==> src/rtl/ramp_pwm_sample_averager_unit_macros.svh <==
// ----------------------------------------------------------------------------
// ramp_pwm_sample_averager_unit_macros.svh
// Assertion helpers for the ramp PWM sample averager.
// ----------------------------------------------------------------------------
`ifndef RAMP_PWM_SAMPLE_AVERAGER_UNIT_MACROS_SVH
`define RAMP_PWM_SAMPLE_AVERAGER_UNIT_MACROS_SVH

// Checked on every rising edge, masked while reset is asserted.
`define RPSA_ASSERT(lbl, clk, rstn, prop, msg) \
  lbl: assert property (@(posedge clk) disable iff (!rstn) prop) \
    else $error(msg);

// Checked on every rising edge, reset included.
`define RPSA_ASSERT_ALWAYS(lbl, clk, prop, msg) \
  lbl: assert property (@(posedge clk) prop) \
    else $error(msg);

`endif

==> src/rtl/rpsa_pkg.sv <==
// ----------------------------------------------------------------------------
// rpsa_pkg
// Shared types and constants of the ramp PWM sample averager.
// ----------------------------------------------------------------------------
package rpsa_pkg;

  // Defaults for the top-level parameters
  localparam int unsigned RING_DEPTH_DEF  = 4;
  localparam int unsigned SAMPLE_BITS_DEF = 10;

  // Fixed field widths
  localparam int unsigned DUTY_W     = 10;
  localparam int unsigned CHAR_W     = 8;
  localparam int unsigned LEVEL_W    = 5;
  localparam int unsigned STEP_W     = 7;
  localparam int unsigned INTV_W     = 8;
  localparam int unsigned PROD_W     = LEVEL_W + STEP_W;
  localparam int unsigned CFG_IDX_W  = 8;
  localparam int unsigned CFG_DATA_W = 8;

  localparam logic [DUTY_W-1:0] DUTY_MAX = {DUTY_W{1'b1}};

  // ASCII codes
  localparam logic [CHAR_W-1:0] CHAR_0     = 8'h30;
  localparam logic [CHAR_W-1:0] CHAR_1     = 8'h31;
  localparam logic [CHAR_W-1:0] CHAR_TAB   = 8'h09;
  localparam logic [CHAR_W-1:0] CHAR_NONE  = 8'h00;
  localparam logic [CHAR_W-1:0] CMD_PRINT  = 8'h70;
  localparam logic [CHAR_W-1:0] CMD_AUTO   = 8'h61;

  // Register map
  localparam logic [CFG_IDX_W-1:0] REG_SAMPLE_INTV = 8'd0;
  localparam logic [CFG_IDX_W-1:0] REG_REPORT_INTV = 8'd1;
  localparam logic [CFG_IDX_W-1:0] REG_DUTY_STEP   = 8'd2;
  localparam logic [CFG_IDX_W-1:0] REG_RAMP_TOP    = 8'd3;

  // Register reset values
  localparam logic [INTV_W-1:0]  SAMPLE_INTV_RST = 8'd5;
  localparam logic [INTV_W-1:0]  REPORT_INTV_RST = 8'd20;
  localparam logic [STEP_W-1:0]  DUTY_STEP_RST   = 7'd63;
  localparam logic [LEVEL_W-1:0] RAMP_TOP_RST    = 5'd16;

  typedef enum logic {
    ACT_TICK = 1'b0,
    ACT_BYTE = 1'b1
  } action_e;

  typedef enum logic {
    KIND_DUTY = 1'b0,
    KIND_CHAR = 1'b1
  } kind_e;

  // Job handed from the command logic to the result serializer
  typedef struct packed {
    logic load;       // new job this cycle
    logic has_duty;   // job opens with a duty update
    logic has_chars;  // job sends a value as characters plus tab
    logic from_sum;   // value is the ring average, not the raw sample
  } job_ctrl_t;

endpackage

==> src/rtl/rpsa_in_if.sv <==
// ----------------------------------------------------------------------------
// rpsa_in_if
// Input channel: timer ticks and received bytes with the current sample.
// ----------------------------------------------------------------------------
interface rpsa_in_if #(
  parameter int unsigned SAMPLE_BITS = rpsa_pkg::SAMPLE_BITS_DEF
);
  logic                   valid;
  logic                   ready;
  logic                   action;
  logic [7:0]             rx_byte;
  logic [SAMPLE_BITS-1:0] adc_sample;

  modport source (output valid, action, rx_byte, adc_sample, input ready);
  modport sink   (input valid, action, rx_byte, adc_sample, output ready);
endinterface

==> src/rtl/rpsa_out_if.sv <==
// ----------------------------------------------------------------------------
// rpsa_out_if
// Result channel: duty updates and transmit characters.
// ----------------------------------------------------------------------------
interface rpsa_out_if;
  logic       valid;
  logic       ready;
  logic       result_kind;
  logic [9:0] duty;
  logic [7:0] tx_char;
  logic       last;

  modport source (output valid, result_kind, duty, tx_char, last, input ready);
  modport sink   (input valid, result_kind, duty, tx_char, last, output ready);
endinterface

==> src/rtl/rpsa_serializer.sv <==
// ----------------------------------------------------------------------------
// rpsa_serializer
// Holds one job and plays it out as result transactions, one per cycle while out_o.ready is high.
// ----------------------------------------------------------------------------
module rpsa_serializer #(
  parameter int unsigned SAMPLE_BITS = rpsa_pkg::SAMPLE_BITS_DEF,
  parameter int unsigned RING_DEPTH  = rpsa_pkg::RING_DEPTH_DEF,
  parameter int unsigned SUM_W       = SAMPLE_BITS + $clog2(RING_DEPTH)
) (
  input  logic                          clk_i,
  input  logic                          rst_ni,
  input  rpsa_pkg::job_ctrl_t           ctrl_i,
  input  logic [rpsa_pkg::DUTY_W-1:0]   duty_i,
  input  logic [SAMPLE_BITS-1:0]        sample_i,
  input  logic [SUM_W-1:0]              sum_i,
  output logic                          free_o,
  rpsa_out_if.source                    out_o
);
  import rpsa_pkg::*;

  // Floor division by RING_DEPTH as multiply by rounded-up reciprocal
  localparam int unsigned    DIV_SH   = SUM_W + $clog2(RING_DEPTH);
  localparam longint unsigned DIV_M_L =
    ((longint'(1) << DIV_SH) + RING_DEPTH - 1) / RING_DEPTH;
  localparam logic [DIV_SH-1:0] DIV_M = DIV_SH'(DIV_M_L);
  localparam int unsigned    MUL_W    = SUM_W + DIV_SH;
  localparam int unsigned    CNT_W    = $clog2(SAMPLE_BITS + 2);
  localparam logic [CNT_W-1:0] NCHAR  = CNT_W'(SAMPLE_BITS + 1);
  localparam logic [CNT_W-1:0] ONE    = CNT_W'(1);

  logic                   busy_q, busy_d;
  logic                   duty_pend_q, duty_pend_d;
  logic                   div_pend_q, div_pend_d;
  logic [CNT_W-1:0]       left_q, left_d;
  logic [DUTY_W-1:0]      duty_q, duty_d;
  logic [SAMPLE_BITS-1:0] val_q, val_d;
  logic [MUL_W-1:0]       div_prod;
  logic [SAMPLE_BITS-1:0] quot;
  logic                   take;
  logic                   is_last;
  logic                   done;

  assign div_prod = MUL_W'(sum_i) * MUL_W'(DIV_M);
  assign quot     = div_prod[DIV_SH +: SAMPLE_BITS];

  assign take    = busy_q && out_o.ready;
  assign is_last = duty_pend_q ? (left_q == '0) : (left_q == ONE);
  assign done    = take && is_last;
  assign free_o  = !busy_q || done;

  always_comb begin
    busy_d      = busy_q;
    duty_pend_d = duty_pend_q;
    div_pend_d  = div_pend_q;
    left_d      = left_q;
    duty_d      = duty_q;
    val_d       = val_q;
    if (ctrl_i.load) begin
      busy_d      = 1'b1;
      duty_pend_d = ctrl_i.has_duty;
      div_pend_d  = ctrl_i.from_sum;
      left_d      = ctrl_i.has_chars ? NCHAR : '0;
      duty_d      = duty_i;
      val_d       = sample_i;
    end else begin
      // average is ready before the duty slot has gone out
      if (div_pend_q) begin
        val_d      = quot;
        div_pend_d = 1'b0;
      end
      if (take) begin
        if (done) begin
          busy_d = 1'b0;
        end
        if (duty_pend_q) begin
          duty_pend_d = 1'b0;
        end else begin
          left_d = left_q - ONE;
          val_d  = val_q << 1;
        end
      end
    end
  end

  always_ff @(posedge clk_i or negedge rst_ni) begin
    if (!rst_ni) begin
      busy_q      <= 1'b0;
      duty_pend_q <= 1'b0;
      div_pend_q  <= 1'b0;
      left_q      <= '0;
    end else begin
      busy_q      <= busy_d;
      duty_pend_q <= duty_pend_d;
      div_pend_q  <= div_pend_d;
      left_q      <= left_d;
    end
  end

  always_ff @(posedge clk_i) begin
    duty_q <= duty_d;
    val_q  <= val_d;
  end

  always_comb begin
    out_o.valid = busy_q;
    out_o.last  = is_last;
    if (duty_pend_q) begin
      out_o.result_kind = KIND_DUTY;
      out_o.duty        = duty_q;
      out_o.tx_char     = CHAR_NONE;
    end else begin
      out_o.result_kind = KIND_CHAR;
      out_o.duty        = '0;
      if (left_q == ONE) begin
        out_o.tx_char = CHAR_TAB;
      end else begin
        out_o.tx_char = val_q[SAMPLE_BITS-1] ? CHAR_1 : CHAR_0;
      end
    end
  end

endmodule

==> src/rtl/ramp_pwm_sample_averager_unit.sv <==
// ----------------------------------------------------------------------------
// ramp_pwm_sample_averager_unit
// Triangle-ramp PWM duty generator with an averaged sample reporter.
//
// in_i  : one transaction per timer tick (action 0) or received byte
//         (action 1), each carrying the current converter sample.
// out_o : result transactions; a tick gives a duty update, followed in auto
//         mode by SAMPLE_BITS '0'/'1' characters and a tab when a report is
//         due; a 'p' byte gives the characters of the current sample; other
//         bytes give none. last marks the final result of each input.
// cfg_* : register writes, one per cycle, only while the block is idle.
// Latency: the first result is valid the cycle after the input is accepted.
// Throughput: one input per cycle while each yields at most one result and
//   out_o.ready is high; an input with more results holds the serializer
//   until its last result is taken (at most SAMPLE_BITS + 2), as out_o moves
//   one transaction per cycle; in_i.ready rises in the cycle that result is taken.
// Reset: ramp at level 0 climbing, auto mode off, counters and the sample
//   ring cleared, registers at their defaults; no results pending.
// Receiver stall: the pending result holds; new input waits on ready.
// ----------------------------------------------------------------------------
`include "ramp_pwm_sample_averager_unit_macros.svh"

module ramp_pwm_sample_averager_unit #(
  parameter int unsigned RING_DEPTH  = rpsa_pkg::RING_DEPTH_DEF,
  parameter int unsigned SAMPLE_BITS = rpsa_pkg::SAMPLE_BITS_DEF
) (
  input  logic                              clk_i,
  input  logic                              rst_ni,
  rpsa_in_if.sink                           in_i,
  rpsa_out_if.source                        out_o,
  input  logic                              cfg_we_i,
  input  logic [rpsa_pkg::CFG_IDX_W-1:0]    cfg_idx_i,
  input  logic [rpsa_pkg::CFG_DATA_W-1:0]   cfg_data_i
);
  import rpsa_pkg::*;

  localparam int unsigned IDX_W = $clog2(RING_DEPTH);
  localparam int unsigned SUM_W = SAMPLE_BITS + IDX_W;
  localparam logic [IDX_W-1:0] IDX_LAST = IDX_W'(RING_DEPTH - 1);

  // Configuration registers
  logic [INTV_W-1:0]  samp_intv_q;
  logic [INTV_W-1:0]  rep_intv_q;
  logic [STEP_W-1:0]  step_q;
  logic [LEVEL_W-1:0] top_q;

  // Block state
  logic [LEVEL_W-1:0]     level_q, level_d;
  logic                   down_q, down_d;
  logic                   auto_q, auto_d;
  logic [INTV_W-1:0]      samp_cnt_q, samp_cnt_d;
  logic [INTV_W-1:0]      rep_cnt_q, rep_cnt_d;
  logic [IDX_W-1:0]       idx_q, idx_d;
  logic [SUM_W-1:0]       sum_q, sum_d;
  logic [SAMPLE_BITS-1:0] ring_q [RING_DEPTH];

  logic                   accept;
  logic                   tick;
  logic                   print_cmd;
  logic                   auto_cmd;
  logic [SAMPLE_BITS-1:0] sample;
  logic [PROD_W-1:0]      prod;
  logic [DUTY_W-1:0]      duty;
  logic [INTV_W-1:0]      samp_inc;
  logic [INTV_W-1:0]      rep_inc;
  logic                   store;
  logic                   report;
  logic [IDX_W-1:0]       idx_nxt;
  job_ctrl_t              job;
  logic                   ser_free;

  assign accept    = in_i.valid && in_i.ready;
  assign tick      = accept && (in_i.action == ACT_TICK);
  assign print_cmd = accept && (in_i.action == ACT_BYTE) && (in_i.rx_byte == CMD_PRINT);
  assign auto_cmd  = accept && (in_i.action == ACT_BYTE) && (in_i.rx_byte == CMD_AUTO);
  assign sample    = in_i.adc_sample;

  // Duty from the level before this tick's ramp step
  assign prod = PROD_W'(level_q) * PROD_W'(step_q);
  assign duty = (prod > PROD_W'(DUTY_MAX)) ? DUTY_MAX : prod[DUTY_W-1:0];

  // Ramp: climb to ramp_top, fall back to zero
  always_comb begin
    level_d = level_q;
    down_d  = down_q;
    if (tick) begin
      if (!down_q) begin
        level_d = level_q + LEVEL_W'(1);
        if (level_d >= top_q) begin
          down_d = 1'b1;
        end
        if (level_d == '0) begin
          down_d = 1'b0;
        end
      end else begin
        level_d = level_q - LEVEL_W'(1);
        if (level_d == '0) begin
          down_d = 1'b0;
        end
      end
    end
  end

  assign auto_d = auto_cmd ? !auto_q : auto_q;

  // Interval counters run only on auto-mode ticks
  assign samp_inc = samp_cnt_q + INTV_W'(1);
  assign rep_inc  = rep_cnt_q + INTV_W'(1);
  assign store    = tick && auto_q && (samp_inc >= samp_intv_q);
  assign report   = tick && auto_q && (rep_inc >= rep_intv_q);

  always_comb begin
    samp_cnt_d = samp_cnt_q;
    rep_cnt_d  = rep_cnt_q;
    if (tick && auto_q) begin
      samp_cnt_d = store ? '0 : samp_inc;
      rep_cnt_d  = report ? '0 : rep_inc;
    end
  end

  // Ring index advances first, then the sample lands there; the running
  // sum swaps the evicted entry for the new sample.
  assign idx_nxt = (idx_q == IDX_LAST) ? '0 : idx_q + IDX_W'(1);
  assign idx_d   = store ? idx_nxt : idx_q;
  assign sum_d   = store ? (sum_q - SUM_W'(ring_q[idx_nxt]) + SUM_W'(sample)) : sum_q;

  always_ff @(posedge clk_i or negedge rst_ni) begin
    if (!rst_ni) begin
      level_q    <= '0;
      down_q     <= 1'b0;
      auto_q     <= 1'b0;
      samp_cnt_q <= '0;
      rep_cnt_q  <= '0;
      idx_q      <= '0;
      sum_q      <= '0;
      for (int i = 0; i < RING_DEPTH; i++) begin
        ring_q[i] <= '0;
      end
    end else begin
      level_q    <= level_d;
      down_q     <= down_d;
      auto_q     <= auto_d;
      samp_cnt_q <= samp_cnt_d;
      rep_cnt_q  <= rep_cnt_d;
      idx_q      <= idx_d;
      sum_q      <= sum_d;
      if (store) begin
        ring_q[idx_nxt] <= sample;
      end
    end
  end

  // Register writes; unknown indexes are dropped
  always_ff @(posedge clk_i or negedge rst_ni) begin
    if (!rst_ni) begin
      samp_intv_q <= SAMPLE_INTV_RST;
      rep_intv_q  <= REPORT_INTV_RST;
      step_q      <= DUTY_STEP_RST;
      top_q       <= RAMP_TOP_RST;
    end else if (cfg_we_i) begin
      case (cfg_idx_i)
        REG_SAMPLE_INTV: samp_intv_q <= cfg_data_i[INTV_W-1:0];
        REG_REPORT_INTV: rep_intv_q  <= cfg_data_i[INTV_W-1:0];
        REG_DUTY_STEP:   step_q      <= cfg_data_i[STEP_W-1:0];
        REG_RAMP_TOP:    top_q       <= cfg_data_i[LEVEL_W-1:0];
        default: ;
      endcase
    end
  end

  // Job for the serializer; the average is taken from sum_q in the cycle after the job loads
  assign job.load      = tick || print_cmd;
  assign job.has_duty  = tick;
  assign job.has_chars = print_cmd || report;
  assign job.from_sum  = report;

  rpsa_serializer #(
    .SAMPLE_BITS (SAMPLE_BITS),
    .RING_DEPTH  (RING_DEPTH),
    .SUM_W       (SUM_W)
  ) u_ser (
    .clk_i    (clk_i),
    .rst_ni   (rst_ni),
    .ctrl_i   (job),
    .duty_i   (duty),
    .sample_i (sample),
    .sum_i    (sum_q),
    .free_o   (ser_free),
    .out_o    (out_o)
  );

  assign in_i.ready = ser_free;

  // Assertions
  `RPSA_ASSERT(a_tick_duty_next, clk_i, rst_ni, (tick |=> (out_o.valid && out_o.result_kind == KIND_DUTY)), "tick did not yield a duty result")
  `RPSA_ASSERT(a_last_frees_input, clk_i, rst_ni, ((out_o.valid && out_o.ready && out_o.last) |-> in_i.ready), "input stalled after final result")
  `RPSA_ASSERT_ALWAYS(a_ring_idx_range, clk_i, (idx_q <= IDX_LAST), "ring index out of range")

endmodule
==> src/flat_wrapper.sv <==
// flat-port wrapper written by rule: the top's interface ports become plain ports
module ramp_pwm_sample_averager_unit_flat import rpsa_pkg::*;
#(
  parameter int unsigned RING_DEPTH  = rpsa_pkg::RING_DEPTH_DEF,
  parameter int unsigned SAMPLE_BITS = rpsa_pkg::SAMPLE_BITS_DEF
)
  (clk_i, rst_ni, cfg_we_i, cfg_idx_i, cfg_data_i, in_i_valid, in_i_action, in_i_rx_byte, in_i_adc_sample, in_i_ready, out_o_valid, out_o_result_kind, out_o_duty, out_o_tx_char, out_o_last, out_o_ready);
  rpsa_in_if #(.SAMPLE_BITS(SAMPLE_BITS)) in_i_i ();
  rpsa_out_if out_o_i ();
  input  logic clk_i;
  input  logic rst_ni;
  input  logic cfg_we_i;
  input  logic [rpsa_pkg::CFG_IDX_W-1:0] cfg_idx_i;
  input  logic [rpsa_pkg::CFG_DATA_W-1:0] cfg_data_i;
  input wire logic [$bits(in_i_i.valid)-1:0] in_i_valid;
  input wire logic [$bits(in_i_i.action)-1:0] in_i_action;
  input wire logic [$bits(in_i_i.rx_byte)-1:0] in_i_rx_byte;
  input wire logic [$bits(in_i_i.adc_sample)-1:0] in_i_adc_sample;
  output wire logic [$bits(in_i_i.ready)-1:0] in_i_ready;
  output wire logic [$bits(out_o_i.valid)-1:0] out_o_valid;
  output wire logic [$bits(out_o_i.result_kind)-1:0] out_o_result_kind;
  output wire logic [$bits(out_o_i.duty)-1:0] out_o_duty;
  output wire logic [$bits(out_o_i.tx_char)-1:0] out_o_tx_char;
  output wire logic [$bits(out_o_i.last)-1:0] out_o_last;
  input wire logic [$bits(out_o_i.ready)-1:0] out_o_ready;
  assign in_i_i.valid = in_i_valid;
  assign in_i_i.action = in_i_action;
  assign in_i_i.rx_byte = in_i_rx_byte;
  assign in_i_i.adc_sample = in_i_adc_sample;
  assign in_i_ready = in_i_i.ready;
  assign out_o_valid = out_o_i.valid;
  assign out_o_result_kind = out_o_i.result_kind;
  assign out_o_duty = out_o_i.duty;
  assign out_o_tx_char = out_o_i.tx_char;
  assign out_o_last = out_o_i.last;
  assign out_o_i.ready = out_o_ready;
  ramp_pwm_sample_averager_unit #(.RING_DEPTH(RING_DEPTH), .SAMPLE_BITS(SAMPLE_BITS)) u_core (.clk_i(clk_i), .rst_ni(rst_ni), .in_i(in_i_i), .out_o(out_o_i), .cfg_we_i(cfg_we_i), .cfg_idx_i(cfg_idx_i), .cfg_data_i(cfg_data_i));
endmodule
==> config.mk <==
export PLATFORM = sky130hd
export DESIGN_NAME = ramp_pwm_sample_averager_unit_flat
export DESIGN_NICKNAME = d
export VERILOG_FILES = /design/src/rtl/rpsa_pkg.sv /design/src/rtl/rpsa_in_if.sv /design/src/rtl/rpsa_out_if.sv /design/src/rtl/rpsa_serializer.sv /design/src/rtl/ramp_pwm_sample_averager_unit.sv /design/src/flat_wrapper.sv
export VERILOG_INCLUDE_DIRS = /design/src /design/src/rtl
export SDC_FILE = /design/constraint.sdc
export NUM_CORES = 1
export LEC_CHECK = 0
export BUFFER_PORTS_ARGS = -buffer_cell sky130_fd_sc_hd__buf_2
export CAP_MARGIN = 20
export CORE_MARGIN = 2
export CORE_UTILIZATION = 50
export CTS_CLUSTER_DIAMETER = 200
export DETAILED_ROUTE_END_ITERATION = 16
export HOLD_SLACK_MARGIN = 0.02
export PLACE_DENSITY = 0.71
export SETUP_SLACK_MARGIN = 0.3
export SLEW_MARGIN = 20
export SYNTH_ARGS = -nofsm -noshare
export SYNTH_HDL_FRONTEND = slang
export SYNTH_HIERARCHICAL = 1
export SYNTH_SLANG_ARGS = --single-unit
==> constraint.sdc <==
create_clock -name clk_i -period 6.03 [get_ports clk_i]
set_input_delay 0.9045 -clock clk_i [delete_from_list [all_inputs] [get_ports clk_i]]
set_output_delay 0.9045 -clock clk_i [all_outputs]
set_load 0.01 [all_outputs]
### After elaboration in Yosys (flattened, before gate mapping)

Index checks and enable logic that the tools add are counted.

| word-level totals | value |
|---|---|
| bits in registers | 132 |
| output and inout bits | 22 |
| logic and storage cells | 108 |
| input bits | 40 |

| cells by class | value |
|---|---|
| multiply operators | 1 |
| multiplexer cells | 34 |
| bitwise logic cells | 2 |
| add/sub/neg operators | 8 |
| order comparisons | 6 |
| eq/ne operators | 8 |
| reduce and logical (&&, ||, !) cells | 28 |

Operator list:

| kind | number |
|---|---|
| two-way mux 10 bit | 8 |
| bitwise mux 40 bit | 1 |
| binary-select mux 10 bit (select 2 bit) | 1 |
| demux 10 bit (select 2 bit) | 1 |
| adder 8 x 1 -> 8 bit (second input constant) | 2 |
| equality test 8 x 2 -> 1 bit (second input constant) | 2 |
| equality test 8 x 7 -> 1 bit (second input constant) | 2 |
| >= comparator 8 bit | 2 |
| two-way mux 4 bit | 4 |
| two-way mux 8 bit | 2 |
| two-way mux 1 bit | 13 |
| adder 12 x 10 -> 12 bit | 1 |
| > comparator 12 x 10 -> 1 bit (second input constant) | 1 |
| multiplier 5 x 7 -> 12 bit | 1 |
| two-way mux 6 bit | 2 |
| AND reduction 2 bit | 6 |
| subtractor 12 x 10 -> 12 bit | 1 |
| logical AND 1 bit | 11 |
| logical NOT 5 bit | 2 |
| equality test 8 x 1 -> 1 bit (second input constant) | 1 |
| logical NOT 8 bit | 1 |
| adder 5 x 1 -> 5 bit (second input constant) | 1 |
| >= comparator 5 bit | 1 |
| two-way mux 5 bit | 1 |
| other kinds (15) | 19 |

### Longest topological paths before layout

Gate-level depths: netlist (run 1).

| depth | value |
|---|---|
| depth in word-level cells | 11 |
| gate-level depth with buffers | 16 |
| gate-level depth less buffers | 14 |

### Hierarchy

Netlist (run 1), hierarchy kept.

By module, submodules not included:

| module | cells each | sequential area each (um2) | instances | area an instance (um2) |
|---|---|---|---|---|
| ramp_pwm_sample_averager_unit | 688 | 2641.3 | 1 | 7295.7 |
| rpsa_serializer | 121 | 675.6 | 1 | 1330.0 |

### Least setup slack after synthesis (run 1)

OpenSTA, ideal clock, no wires.

| path | value |
|---|---|
| path kind | reg-to-reg |
| from | register u_core.level_q[2] |
| to | register u_core.u_ser.duty_q[0] (data pin) |
| path buffers | 2 |
| required time | 5.747 ns |
| arrival | 3.952 ns |
| period minus slack after synthesis | 4.235 ns |
| path slack | 1.795 ns |
| cell stages (with the launch flop) | 15 |
| library setup time | 0.283 ns |
| path through | dfrtp_1 > clkbuf_1 > clkbuf_1 > nand2_1 > fa_1 > fa_1 > fa_1 > inv_1 > ha_1 > a211o_1 > o211ai_1 > nor2_1 > or4_1 > o21ai_2 > nand3_1 |

| between the ends | value |
|---|---|
| word-level cells in the longest chain between the ends | 2 |

RTL lines:

| what | RTL line | RTL |
|---|---|---|
| start, declared | ramp_pwm_sample_averager_unit.sv:48 | `logic [LEVEL_W-1:0] level_q, level_d;` |
| start signal, assigned | ramp_pwm_sample_averager_unit.sv:140 | `level_q <= level_d;` |
| multiplier 5 x 7 -> 12 bit | ramp_pwm_sample_averager_unit.sv:79 | `assign prod = PROD_W'(level_q) * PROD_W'(step_q);` |
| > comparator 12 x 10 -> 1 bit | ramp_pwm_sample_averager_unit.sv:80 | `assign duty = (prod > PROD_W'(DUTY_MAX)) ? DUTY_MAX : prod[DUTY_W-1:0];` |
| end signal, assigned | rpsa_serializer.sv:100 | `duty_q <= duty_d;` |
| end, declared | rpsa_serializer.sv:35 | `logic [DUTY_W-1:0] duty_q, duty_d;` |

Every way passes these cells.
A chain may end at the register's enable or synchronous reset.

### Worst setup path in the final report (run 1)

| path | value |
|---|---|
| from | register u_core.level_q[2] |
| to | register u_core.u_ser.duty_q[5] (data pin) |

| between the ends | value |
|---|---|
| word-level cells in the longest chain between the ends | 2 |

RTL lines:

| what | RTL line |
|---|---|
| multiplier 5 x 7 -> 12 bit * | ramp_pwm_sample_averager_unit.sv:79 |
| > comparator 12 x 10 -> 1 bit | ramp_pwm_sample_averager_unit.sv:80 |

Every way passes the cells marked *; elsewhere a longest branch is shown, timed or not.

==> results of run 1 <==
[cell families (layout without fill, tap and decap cells)]
group | count (synthesis) | in the layout | share of synthesized area
simple gates | 212 | 212 | 0.1365
flops | 132 | 132 | 0.3845
compound gates | 123 | 123 | 0.08921
buf+inv | 115 | 181 | 0.05860
mux | 98 | 98 | 0.1390
fa+ha+maj | 92 | 92 | 0.1552
xor+xnor | 36 | 36 | 0.03655
other cells | 1 | 4 | 0.0004347
[routing by layer]
metal / GRT usage / wire length (um) / part of all wire
met2: 0.3268 / 8033 / 0.48
met3: 0.03666 / 429 / 0.025
met4: 0.06076 / 142 / 0.0084
met5: 0 / 0 / 0
met1: 0.2658 / 8233 / 0.49
[state kept, by name, summed over array words and instances, names as in the netlist]
register	flops
u_core/u_ser/out_o.valid	1
u_core/top_q	5
u_core/u_ser/div_pend_q	1
u_core/u_ser/left_q	4
u_core/u_ser/duty_pend_q	1
u_core/samp_intv_q	8
u_core/idx_q	2
u_core/samp_cnt_q	8
u_core/sum_q	12
u_core/u_ser/duty_q	10
u_core/rep_intv_q	8
u_core/u_ser/val_q	10
u_core/rep_cnt_q	8
u_core/level_q	5
u_core/step_q	7
u_core/down_q	1
u_core/ring_q	40
u_core/auto_q	1
[how the worst max path moves through the flow]
stage          slack [ps]                                to
6_report             1670  u_core/u_ser/duty_q[5]$_DFFE_PP_
5_1_grt              1440  u_core/u_ser/duty_q[3]$_DFFE_PP_
4_1_cts              1690  u_core/u_ser/duty_q[5]$_DFFE_PP_
3_5_place_dp         1700  u_core/u_ser/duty_q[5]$_DFFE_PP_
3_3_place_gp         1760  u_core/u_ser/duty_q[8]$_DFFE_PP_
2_1_floorplan        1800  u_core/u_ser/duty_q[0]$_DFFE_PP_
[placed cells by master (no fill, tap or decap), types with 4 or more instances in the layout]
master | synthesis | routed
a211o_1 | 4 | 4
a211oi_1 | 4 | 4
a21o_1 | 15 | 15
a21oi_1 | 16 | 16
and2_1 | 40 | 40
and3_1 | 6 | 6
buf_2 | 2 | 56
buf_4 | 5 | 7
clkbuf_16 | 0 | 17
clkinvlp_4 | 0 | 5
conb_1 | 1 | 4
dfrtp_1 | 101 | 101
dfstp_2 | 11 | 11
dfxtp_1 | 10 | 10
edfxtp_1 | 10 | 10
fa_1 | 25 | 25
ha_1 | 67 | 67
inv_1 | 85 | 85
mux2_2 | 72 | 72
mux2i_1 | 14 | 14
mux4_2 | 10 | 10
nand2_1 | 71 | 71
nand2b_1 | 8 | 8
nand3_1 | 22 | 22
nand3b_1 | 5 | 5
nor2_1 | 21 | 21
nor2b_1 | 5 | 5
o211ai_1 | 6 | 6
o21a_1 | 6 | 6
o21ai_0 | 50 | 50
xnor2_1 | 19 | 19
xor2_1 | 17 | 17
[layout make-up]
class	count	area share
clock buffer	20	0.04641
clock inverter	12	0.01131
inverter	86	0.03354
multi-input combinational	565	0.5003
sequential	132	0.3446
tap	225	0.02925
timing repair buffer	63	0.03458
[power breakdown]
group | leakage [nW] | switching (mW) | total [mW] | internal [mW]
combinational | 2.95 | 0.305 | 0.583 | 0.278
sequential | 1.58 | 0.125 | 1.12 | 0.993
clock | 0.258 | 0.387 | 0.963 | 0.576
[critical path, stage by stage, from the launching register on]
cell      delay [ps]
dfrtp_1          660
and2_1           220
fa_1             430
fa_1             540
inv_1             50
fa_1             520
inv_1             40
ha_1             330
o21ai_0          120
o21ai_0          170
a221oi_1         120
a21o_1           180
a21oi_1          520
nand3_1          170
[through the flow]
stage	setup slack, ps	power [mW]	cell area (um2)
detailed placement	1695	1.713	9069
global route	1440	2.825	9624
finish	1670	2.663	9624
global placement	1762	1.697	9069
floorplan	1795	1.541	8637
CTS	1691	2.692	9624
==> results.ini, run 1 <==
[status]
status = complete, no violations

[timing]
rsz0062_at_grt = no
timing.hold.ws_ps = 475.2
min_period_ps = 4360
fin_skew_ps = 5.888
max-slew-margin-rel = 0.3967
worst_pin_slew_ps = 904.9
setup_tns_ps = 0
max_freq_mhz = 229.4
finalCritPeriodShare = 0.7230
slew_violations = 0
finalHoldViolCount = 0
finalSetupViolCount = 0

[detailed_routing]
wl_um = 16840
drcViolationCount = 0
drtPass1Iterations = 4
viasPerCell = 5.299
first_iter_violations = 321
wl_per_cell_um = 15.27
routed-via-count = 5845
ant_nets = 0

[setup_path]
rr_startpoint = u_core/level_q[2]$_DFFE_PN0P_
critPathKind = reg2reg
startpoint = u_core/level_q[2]$_DFFE_PN0P_
cp.arrival_ps = 4490
critPathRequiredTime_ps = 6160
cp_max_fo = 16
rr_endpoint = u_core/u_ser/duty_q[5]$_DFFE_PP_
regToRegSetupSlack_ps = 1670
reg2reg_depth = 13
worst_setup_path_end_kind = flop
critPathLaunchType = flop

[flow_run]
drv_cap = 0

[logic_synthesis]
synth_cell_types = 68
synth.avg_cell_area_um2 = 10.66
ys.flop_type = dfrtp_1
syn-cell-area_um2 = 8626
synthTopCellsByCount = dfrtp_1 (101), inv_1 (85), mux2_2 (72)
synth.top_cell.area_share = 0.2930
yosys_warnings = 6
synth_top_cell_by_area = dfrtp_1
yosys-top-cells-area = dfrtp_1 (29%), ha_1 (9.7%), mux2_2 (9.4%)
synthCells = 809
yosys_register_bits = 132
ys_seq_area_frac = 0.3845
synth.most_common_cell = dfrtp_1
synth-edff-count = 10
synthArstFlopShare = 0.8485

[clocking]
clock_latency_ps = 410
cts_sinks = 132
postCtsSetupRepairBufs = 0
clk_pin_slew_ps = 60
cts_hold_buffers = 0
numCtsBuffers = 17
clockBufferDepth = 2
cts_resized = 0
h-tree-depth = 4
cts_tree = yes
clockRootBuffer = clkbuf_16

[global_routing]
antenna_found_initial = 0
overflow = 0
grt_start_max_net_pins = 68
first_global_vias = 5897
track_usage = 0.1976
grt_pass1_wl_um = 28660

[pwr]
vdd_drop_max_uv = 217.7
p_per_area_nw_per_um2 = 276.7
leakagePower_nw = 4.785

[layout]
drive_gt1_frac = 0.2267
utilization = 0.5643
multi_input_area_um2 = 4815
nNetsFinal = 997
num_antenna_cells = 0
area_growth_pct = 11.58
fillers = 1467
finalNonFillerCells = 1103
regArea_um2 = 3317

[min_path]
hold_path.startpoint = u_core/sum_q[11]$_DFFE_PN0P_
min_to = u_core/sum_q[11]$_DFFE_PN0P_
hold_depth = 1
hp-class = reg2reg

[floorplan]
dieArea_um2 = 18320
die_y_um = 135.3
io_pins = 62
core-area_um2 = 17060
start_util = 0.5057
rows = 48
die_w_um = 135.3

[placement]
portBuffers = 57
place_congestion = 0.7839
place_inst = 1071
hpwl_um = 12080

Power figures use the tool's default switching activity.
==> run 2: changes to the inputs <==
clock period = 4.1 ns   (was 6.03 ns; I/O delays follow)
==> run 2 against run 1 <==
Compared with the run above:
- first-iteration DRC count is 21% lower
- clock power is 72% higher
- non-clock buffer count is 20 higher
- maximum frequency is 12% higher
- via count is 0.75% higher
- sequential cell count stayed put
- power is 59% higher
- sequential share of layout area is 1.5 points lower
- register-to-register slack worse by 1500 ps
- die area stayed put
- final area is 4.5% higher
- critical endpoint is now u_core/u_ser/duty_q[2]$_DFFE_PP_
==> results.ini, run 2 (synthesis gave the netlist of run 1 again) <==
[setup_path]
cp_max_fo = 5  ; -11
startpoint = u_core/step_q[0]$_DFFE_PN1P_
reg2reg_depth = 12  ; -1
critPathLaunchType = flop
cp.arrival_ps = 4040  ; -450 ps
worst_setup_path_end_kind = flop
rr_startpoint = u_core/step_q[0]$_DFFE_PN1P_
regToRegSetupSlack_ps = 220  ; -1450 ps
rr_endpoint = u_core/u_ser/duty_q[2]$_DFFE_PP_
critPathKind = reg2reg
cp-endpoint = u_core/u_ser/duty_q[2]$_DFFE_PP_
critPathRequiredTime_ps = 4260  ; -1900 ps

[global_routing]
grt_start_max_net_pins = 58  ; -15%
first_global_vias = 5808  ; -1.5%
antenna_found_initial = 0  ; unchanged
grt_pass1_wl_um = 28900  ; +0.84%
overflow = 0  ; unchanged
track_usage = 0.1980  ; +0.0003693

[timing]
max_freq_mhz = 257.7  ; +12%
finalCritPeriodShare = 0.9466  ; +0.2236
fin_skew_ps = 7.983  ; +2.095 ps
worst_pin_slew_ps = 751.7  ; -153.2 ps
finalHoldViolCount = 0  ; unchanged
min_period_ps = 3881  ; -478.4 ps
rsz0062_at_grt = yes
slew_violations = 0  ; unchanged
finalSetupViolCount = 0  ; unchanged
max-slew-margin-rel = 0.4988  ; +0.1021
setup_tns_ps = 0  ; unchanged

[clocking]
h-tree-depth = 4  ; unchanged
cts_tree = yes
cts_hold_buffers = 0  ; unchanged
clk_pin_slew_ps = 60  ; about the same
cts_sinks = 132  ; unchanged
numCtsBuffers = 17  ; unchanged
clock_latency_ps = 420  ; about the same
clockRootBuffer = clkbuf_16
clockBufferDepth = 2  ; unchanged

[placement]
hpwl_um = 12120  ; +0.26%
portBuffers = 57  ; unchanged
place_congestion = 0.8038  ; +2.5%
place_area_um2 = 9209  ; +1.5%

[detailed_routing]
wl_um = 16920  ; +0.46%
wl_per_cell_um = 15.05  ; -1.4%
ant_nets = 0  ; unchanged
drtPass1Iterations = 4  ; unchanged
viasPerCell = 5.239  ; -1.1%
met3_length_um = 558  ; +30%
routed-via-count = 5889  ; +0.75%
drcViolationCount = 0  ; unchanged
first_iter_violations = 253  ; -21%
wl_met1_um = 8216  ; -0.21%
highest_layer = met4
met2RoutedLength_um = 7889  ; -1.8%

[layout]
largest_reg_flops = 40  ; unchanged
num_antenna_cells = 0  ; unchanged
final_common_cell = dfrtp_1
fillers = 1454  ; -0.89%
final_area_um2 = 10050  ; +4.5%
area_growth_pct = 16.56
regMostFlops = u_core/ring_q
nNetsFinal = 1018  ; +2.1%
layout_common_cells = dfrtp_1 (100), inv_1 (83), mux2_2 (72)
drive_gt1_frac = 0.2692  ; +0.04254
reg.largest.list = u_core/ring_q (40), u_core/sum_q (12)

[status]
status = complete, no violations

[pwr]
leakagePower_nw = 4.942  ; +3.3%
p_per_area_nw_per_um2 = 422.1  ; +53%
vdd_drop_max_uv = 355.9  ; +64%

[floorplan]
die_y_um = 135.3  ; unchanged
start_util = 0.5057  ; unchanged
core-area_um2 = 17060  ; unchanged
io_pins = 62  ; unchanged
dieArea_um2 = 18320  ; unchanged
rows = 48  ; unchanged
die_w_um = 135.3  ; unchanged

[min_path]
hp-class = in2async

[flow_run]
drv_cap = 0  ; unchanged

run 2: timing repair:
item,4_1_cts,5_1_grt
pin swaps,6,5
gates resized for setup,9,10
endpoints found under the setup margin,13,13
setup buffers,9,3
cloned,1,0
run 2: power breakdown:
group	internal, mW	leakage [nW]	switching (mW)
registers	1.46	1.58	0.131
clock network	1.10	0.312	0.564
logic	0.466	3.05	0.522
run 2: critical path, cell delays in order (launching register included):
cell and delay [ps]:
dfstp_2 550, nand2_2 70, fa_1 550, fa_1 430
fa_1 500, inv_2 50, ha_4 250, a211o_1 260
o211ai_1 150, nor2_2 70, or4_4 530, o21ai_4 110
nand3b_1 110
run 2: layout make-up:
cell class                 instances  area [um2]  share of cell area
timing repair buffer              83       503.0             0.05003
inverter                          86       322.8             0.03211
tap                              225       281.5             0.02800
sequential                       132        3318              0.3300
multi-input combinational        566        4977              0.4950
clock buffer                      21       450.4             0.04480
clock inverter                    11       201.4             0.02003
run 2: layer usage:
layer / GRT usage / up-vias
met5: 0 / -
met4: 0.05961 / 0
met3: 0.04340 / 20
met2: 0.3108 / 93
met1: 0.2770 / 2844
li1: - / 2932
run 2: worst min-delay path by stage:
stage | slack, ps | cells past startpoint | end | startpoint
4_1_cts | 280 | 1 | u_core/sum_q[11]$_DFFE_PN0P_ | rst_ni
3_3_place_gp | 460 | 1 | u_core/sum_q[11]$_DFFE_PN0P_ | u_core/sum_q[11]$_DFFE_PN0P_
5_1_grt | 310 | 1 | u_core/sum_q[11]$_DFFE_PN0P_ | rst_ni
2_1_floorplan | 320 | 0 | u_core/auto_q$_DFFE_PN0P_ | rst_ni
3_5_place_dp | 460 | 1 | u_core/sum_q[11]$_DFFE_PN0P_ | u_core/sum_q[11]$_DFFE_PN0P_
6_report | 260 | 1 | u_core/sum_q[11]$_DFFE_PN0P_ | rst_ni
run 2: through the flow:
stage               instances  total power [mW]    util  hold slack (ps)  worst slack [ps]
finish                   1124             4.244  0.5895            260.7             218.8
global route             1124             4.502  0.5895            308.4             78.44
CTS                      1121             4.270  0.5851            277.0             269.5
detailed placement       1079             2.553  0.5399            458.4             172.2
global placement         1079             2.536  0.5399            462.7             209.0
floorplan                 812             2.302       -            319.4             228.4
==> run 3: changes to the inputs <==
PLACE_DENSITY = 0.74   (was 0.71)
clock period = 3.3 ns   (was 4.1 ns; I/O delays follow)
==> run 3 against run 2 <==
Compared with the run above:
- the run now ends with setup timing left
- sequential cell count is the same
- worst setup slack lost 780 ps
- sequential power grew 25%
- power grew 28%
- clock-buffer cell count shrank 2
- combinational power grew 43%
- largest cell class unchanged
==> results.ini, run 3 (synthesis gave the netlist of run 1 again) <==
[status]
status = finished with violations
violations = setup timing

[timing]
finalHoldViolCount = 0  ; unchanged
finalCritPeriodShare = 1.170  ; +0.2236
max_freq_mhz = 258.9  ; +0.50%
rsz0062_at_grt = yes
worst_pin_slew_ps = 593.9  ; -157.8 ps
slew_violations = 0  ; unchanged
fin_skew_ps = 12.15  ; +4.165 ps
min_period_ps = 3862  ; -19.41 ps
finalSetupViolCount = 15  ; +15
max-slew-margin-rel = 0.6040  ; +0.1052
timing.hold.ws_ps = 62.36  ; -198.3 ps
worst_slack_ps = -561.8  ; -780.6 ps

[global_routing]
track_usage = 0.2127  ; +0.01472
antenna_found_initial = 0  ; unchanged
grt_pass1_wl_um = 30640  ; +6.0%
overflow = 0  ; unchanged
grt_start_max_net_pins = 48  ; -17%
first_global_vias = 6308  ; +8.6%

[floorplan]
start_util = 0.5057  ; unchanged
core-area_um2 = 17060  ; unchanged
dieArea_um2 = 18320  ; unchanged
die_w_um = 135.3  ; unchanged
die_y_um = 135.3  ; unchanged
rows = 48  ; unchanged
io_pins = 62  ; unchanged

[setup_path]
critPathLaunchType = flop
cpMaxStageDelayCell = fa_1
cp.arrival_ps = 4030  ; about the same
critPathBufInv = 1  ; unchanged
max_stage_delay_ps = 560  ; about the same
critPathRequiredTime_ps = 3470  ; -790 ps
crit_family = adder cells
crit_path_cell_trace = nand2_2 -> fa_1 -> fa_1 -> fa_1 -> inv_2 -> ha_4 -> a211o_1 -> o211ai_1 -> nor2_1 -> or4_4 -> o21ai_4 -> nand3b_1
worst_setup_path_end_kind = flop
critPathKind = reg2reg
cp_common_cell = fa_1
cp_max_fo = 5  ; unchanged

[pwr]
p_int_mw = 3.807  ; +26%
leakagePower_nw = 5.323  ; +7.7%
p_comb_frac = 0.258  ; +0.025
switching_share = 0.3016  ; +0.01507
seq_power_share = 0.364  ; -0.011
p_per_area_nw_per_um2 = 500.6  ; +19%
vdd_drop_max_uv = 454.1  ; +28%
p_sw_mw = 1.644  ; +35%
clockPowerShare = 0.378  ; -0.014

[detailed_routing]
first_iter_violations = 370  ; +46%
routed-via-count = 6348  ; +7.8%
drcViolationCount = 0  ; unchanged
ant_nets = 0  ; unchanged
wl_per_cell_um = 16.31  ; +8.4%
drtPass1Iterations = 5  ; +1
wl_um = 19360  ; +14%
viasPerCell = 5.348  ; +2.1%

[layout]
num_antenna_cells = 0  ; unchanged
final_area_um2 = 10890  ; +8.3%
largest_reg_flops = 40  ; unchanged
layout_common_cells = dfrtp_1 (99), buf_4 (74), inv_1 (72)
finalNonFillerCells = 1187  ; +5.6%
final_common_cell = dfrtp_1
regMostFlops = u_core/ring_q
utilization = 0.6385  ; +0.04900
area_growth_pct = 26.25
nNetsFinal = 1081  ; +6.2%
reg.largest.list = u_core/ring_q (40), u_core/sum_q (12)
fillers = 1307  ; -10%
drive_gt1_frac = 0.3825  ; +0.1133

[flow_run]
drv_cap = 0  ; unchanged

[placement]
hpwl_um = 13080  ; +8.0%
post-place-ws_ps = -650.3  ; -822.4 ps
place_inst = 1128  ; +4.5%
portBuffers = 57  ; unchanged
place_congestion = 0.7951  ; -1.1%
place_area_um2 = 9726  ; +5.6%

[clocking]
clockBufferDepth = 2  ; unchanged
clock_latency_ps = 430  ; about the same
h-tree-depth = 4  ; unchanged
cts_sinks = 132  ; unchanged
clk_pin_slew_ps = 70  ; about the same
clockRootBuffer = clkbuf_16
cts_hold_buffers = 0  ; unchanged
numCtsBuffers = 17  ; unchanged
cts_tree = yes

[min_path]
hp-class = in2async

[run 3: cell count changes in the layout (fill, tap and decap cells not counted), sizes merged]
cell,previous run,this run
inv,87,92
clkbuf,21,19
a21oi,16,17
clkinvlp,1,2
bufinv,5,4
buf,83,145
clkinv,4,1
[run 3: cell type report]
class	instances	area [um2]	area share
Clock inverter	13	195.2	0.01792
Timing Repair Buffer	145	1013	0.09306
Inverter	86	325.3	0.02987
Multi-Input combinational cell	567	5313	0.4878
Tap cell	225	281.5	0.02585
Sequential cell	132	3319	0.3048
Clock buffer	19	442.9	0.04067
[run 3: worst paths after layout]
kind	from	slack, ps	cells past startpoint	endpoint
max	u_core/step_q[0]$_DFFE_PN1P_	-560	12	u_core/u_ser/duty_q[1]$_DFFE_PP_
min	rst_ni	60	1	u_core/sum_q[1]$_DFFE_PN0P_
max reg2reg	u_core/step_q[0]$_DFFE_PN1P_	-560	12	u_core/u_ser/duty_q[1]$_DFFE_PP_
min reg2reg	u_core/sum_q[11]$_DFFE_PN0P_	490	1	u_core/sum_q[11]$_DFFE_PN0P_
max in group asynchronous	rst_ni	2420	2	u_core/samp_intv_q[0]$_DFFE_PN1P_
min in group clk_i	cfg_data_i[7]	320	3	u_core/samp_intv_q[7]$_DFFE_PN0P_
[run 3: timing repair]
item / 4_1_cts / 5_1_grt
pin swaps: 19 / 23
setup buffers: 8 / 16
endpoints found under the hold margin: 0 / 0
resized for setup: 28 / 55
endpoints found under the setup margin: 29 / 70
gates cloned: 1 / 2
[run 3: worst reg2reg max path: stages, from the launching register on]
cell      delay [ps]
dfstp_2          550
nand2_2           70
fa_1             560
fa_1             430
fa_1             500
inv_2             40
ha_4             210
a211o_1          250
o211ai_1         110
nor2_1           100
or4_4            560
o21ai_4          120
nand3b_1         120
[run 3: routing by layer]
layer  wire, um  up-vias  GRT usage
met4        249        0    0.05903
met2       9621      112     0.3562
li1           -     3054          -
met3        617       23    0.04564
met1       8868     3159     0.2810
met5          0        -          0
[run 3: through the flow]
| step | setup TNS, ps | power, mW |
|---|---|---|
| floorplan | -5661 | 2.881 |
| global placement | -5705 | 3.259 |
| detailed placement | -6780 | 3.293 |
| CTS | -5629 | 5.410 |
| global route | -8025 | 5.736 |
| finish | -5888 | 5.451 |
[run 3: power by group through the flow]
stage	clock network, mW	logic [mW]	registers (mW)
final	2.06	1.41	1.98
after floorplan	0	0.939	1.94
after detailed placement	0	1.29	2.00
after global placement	0	1.26	2.00
after global routing	2.16	1.56	2.01
after CTS	2.08	1.35	1.98
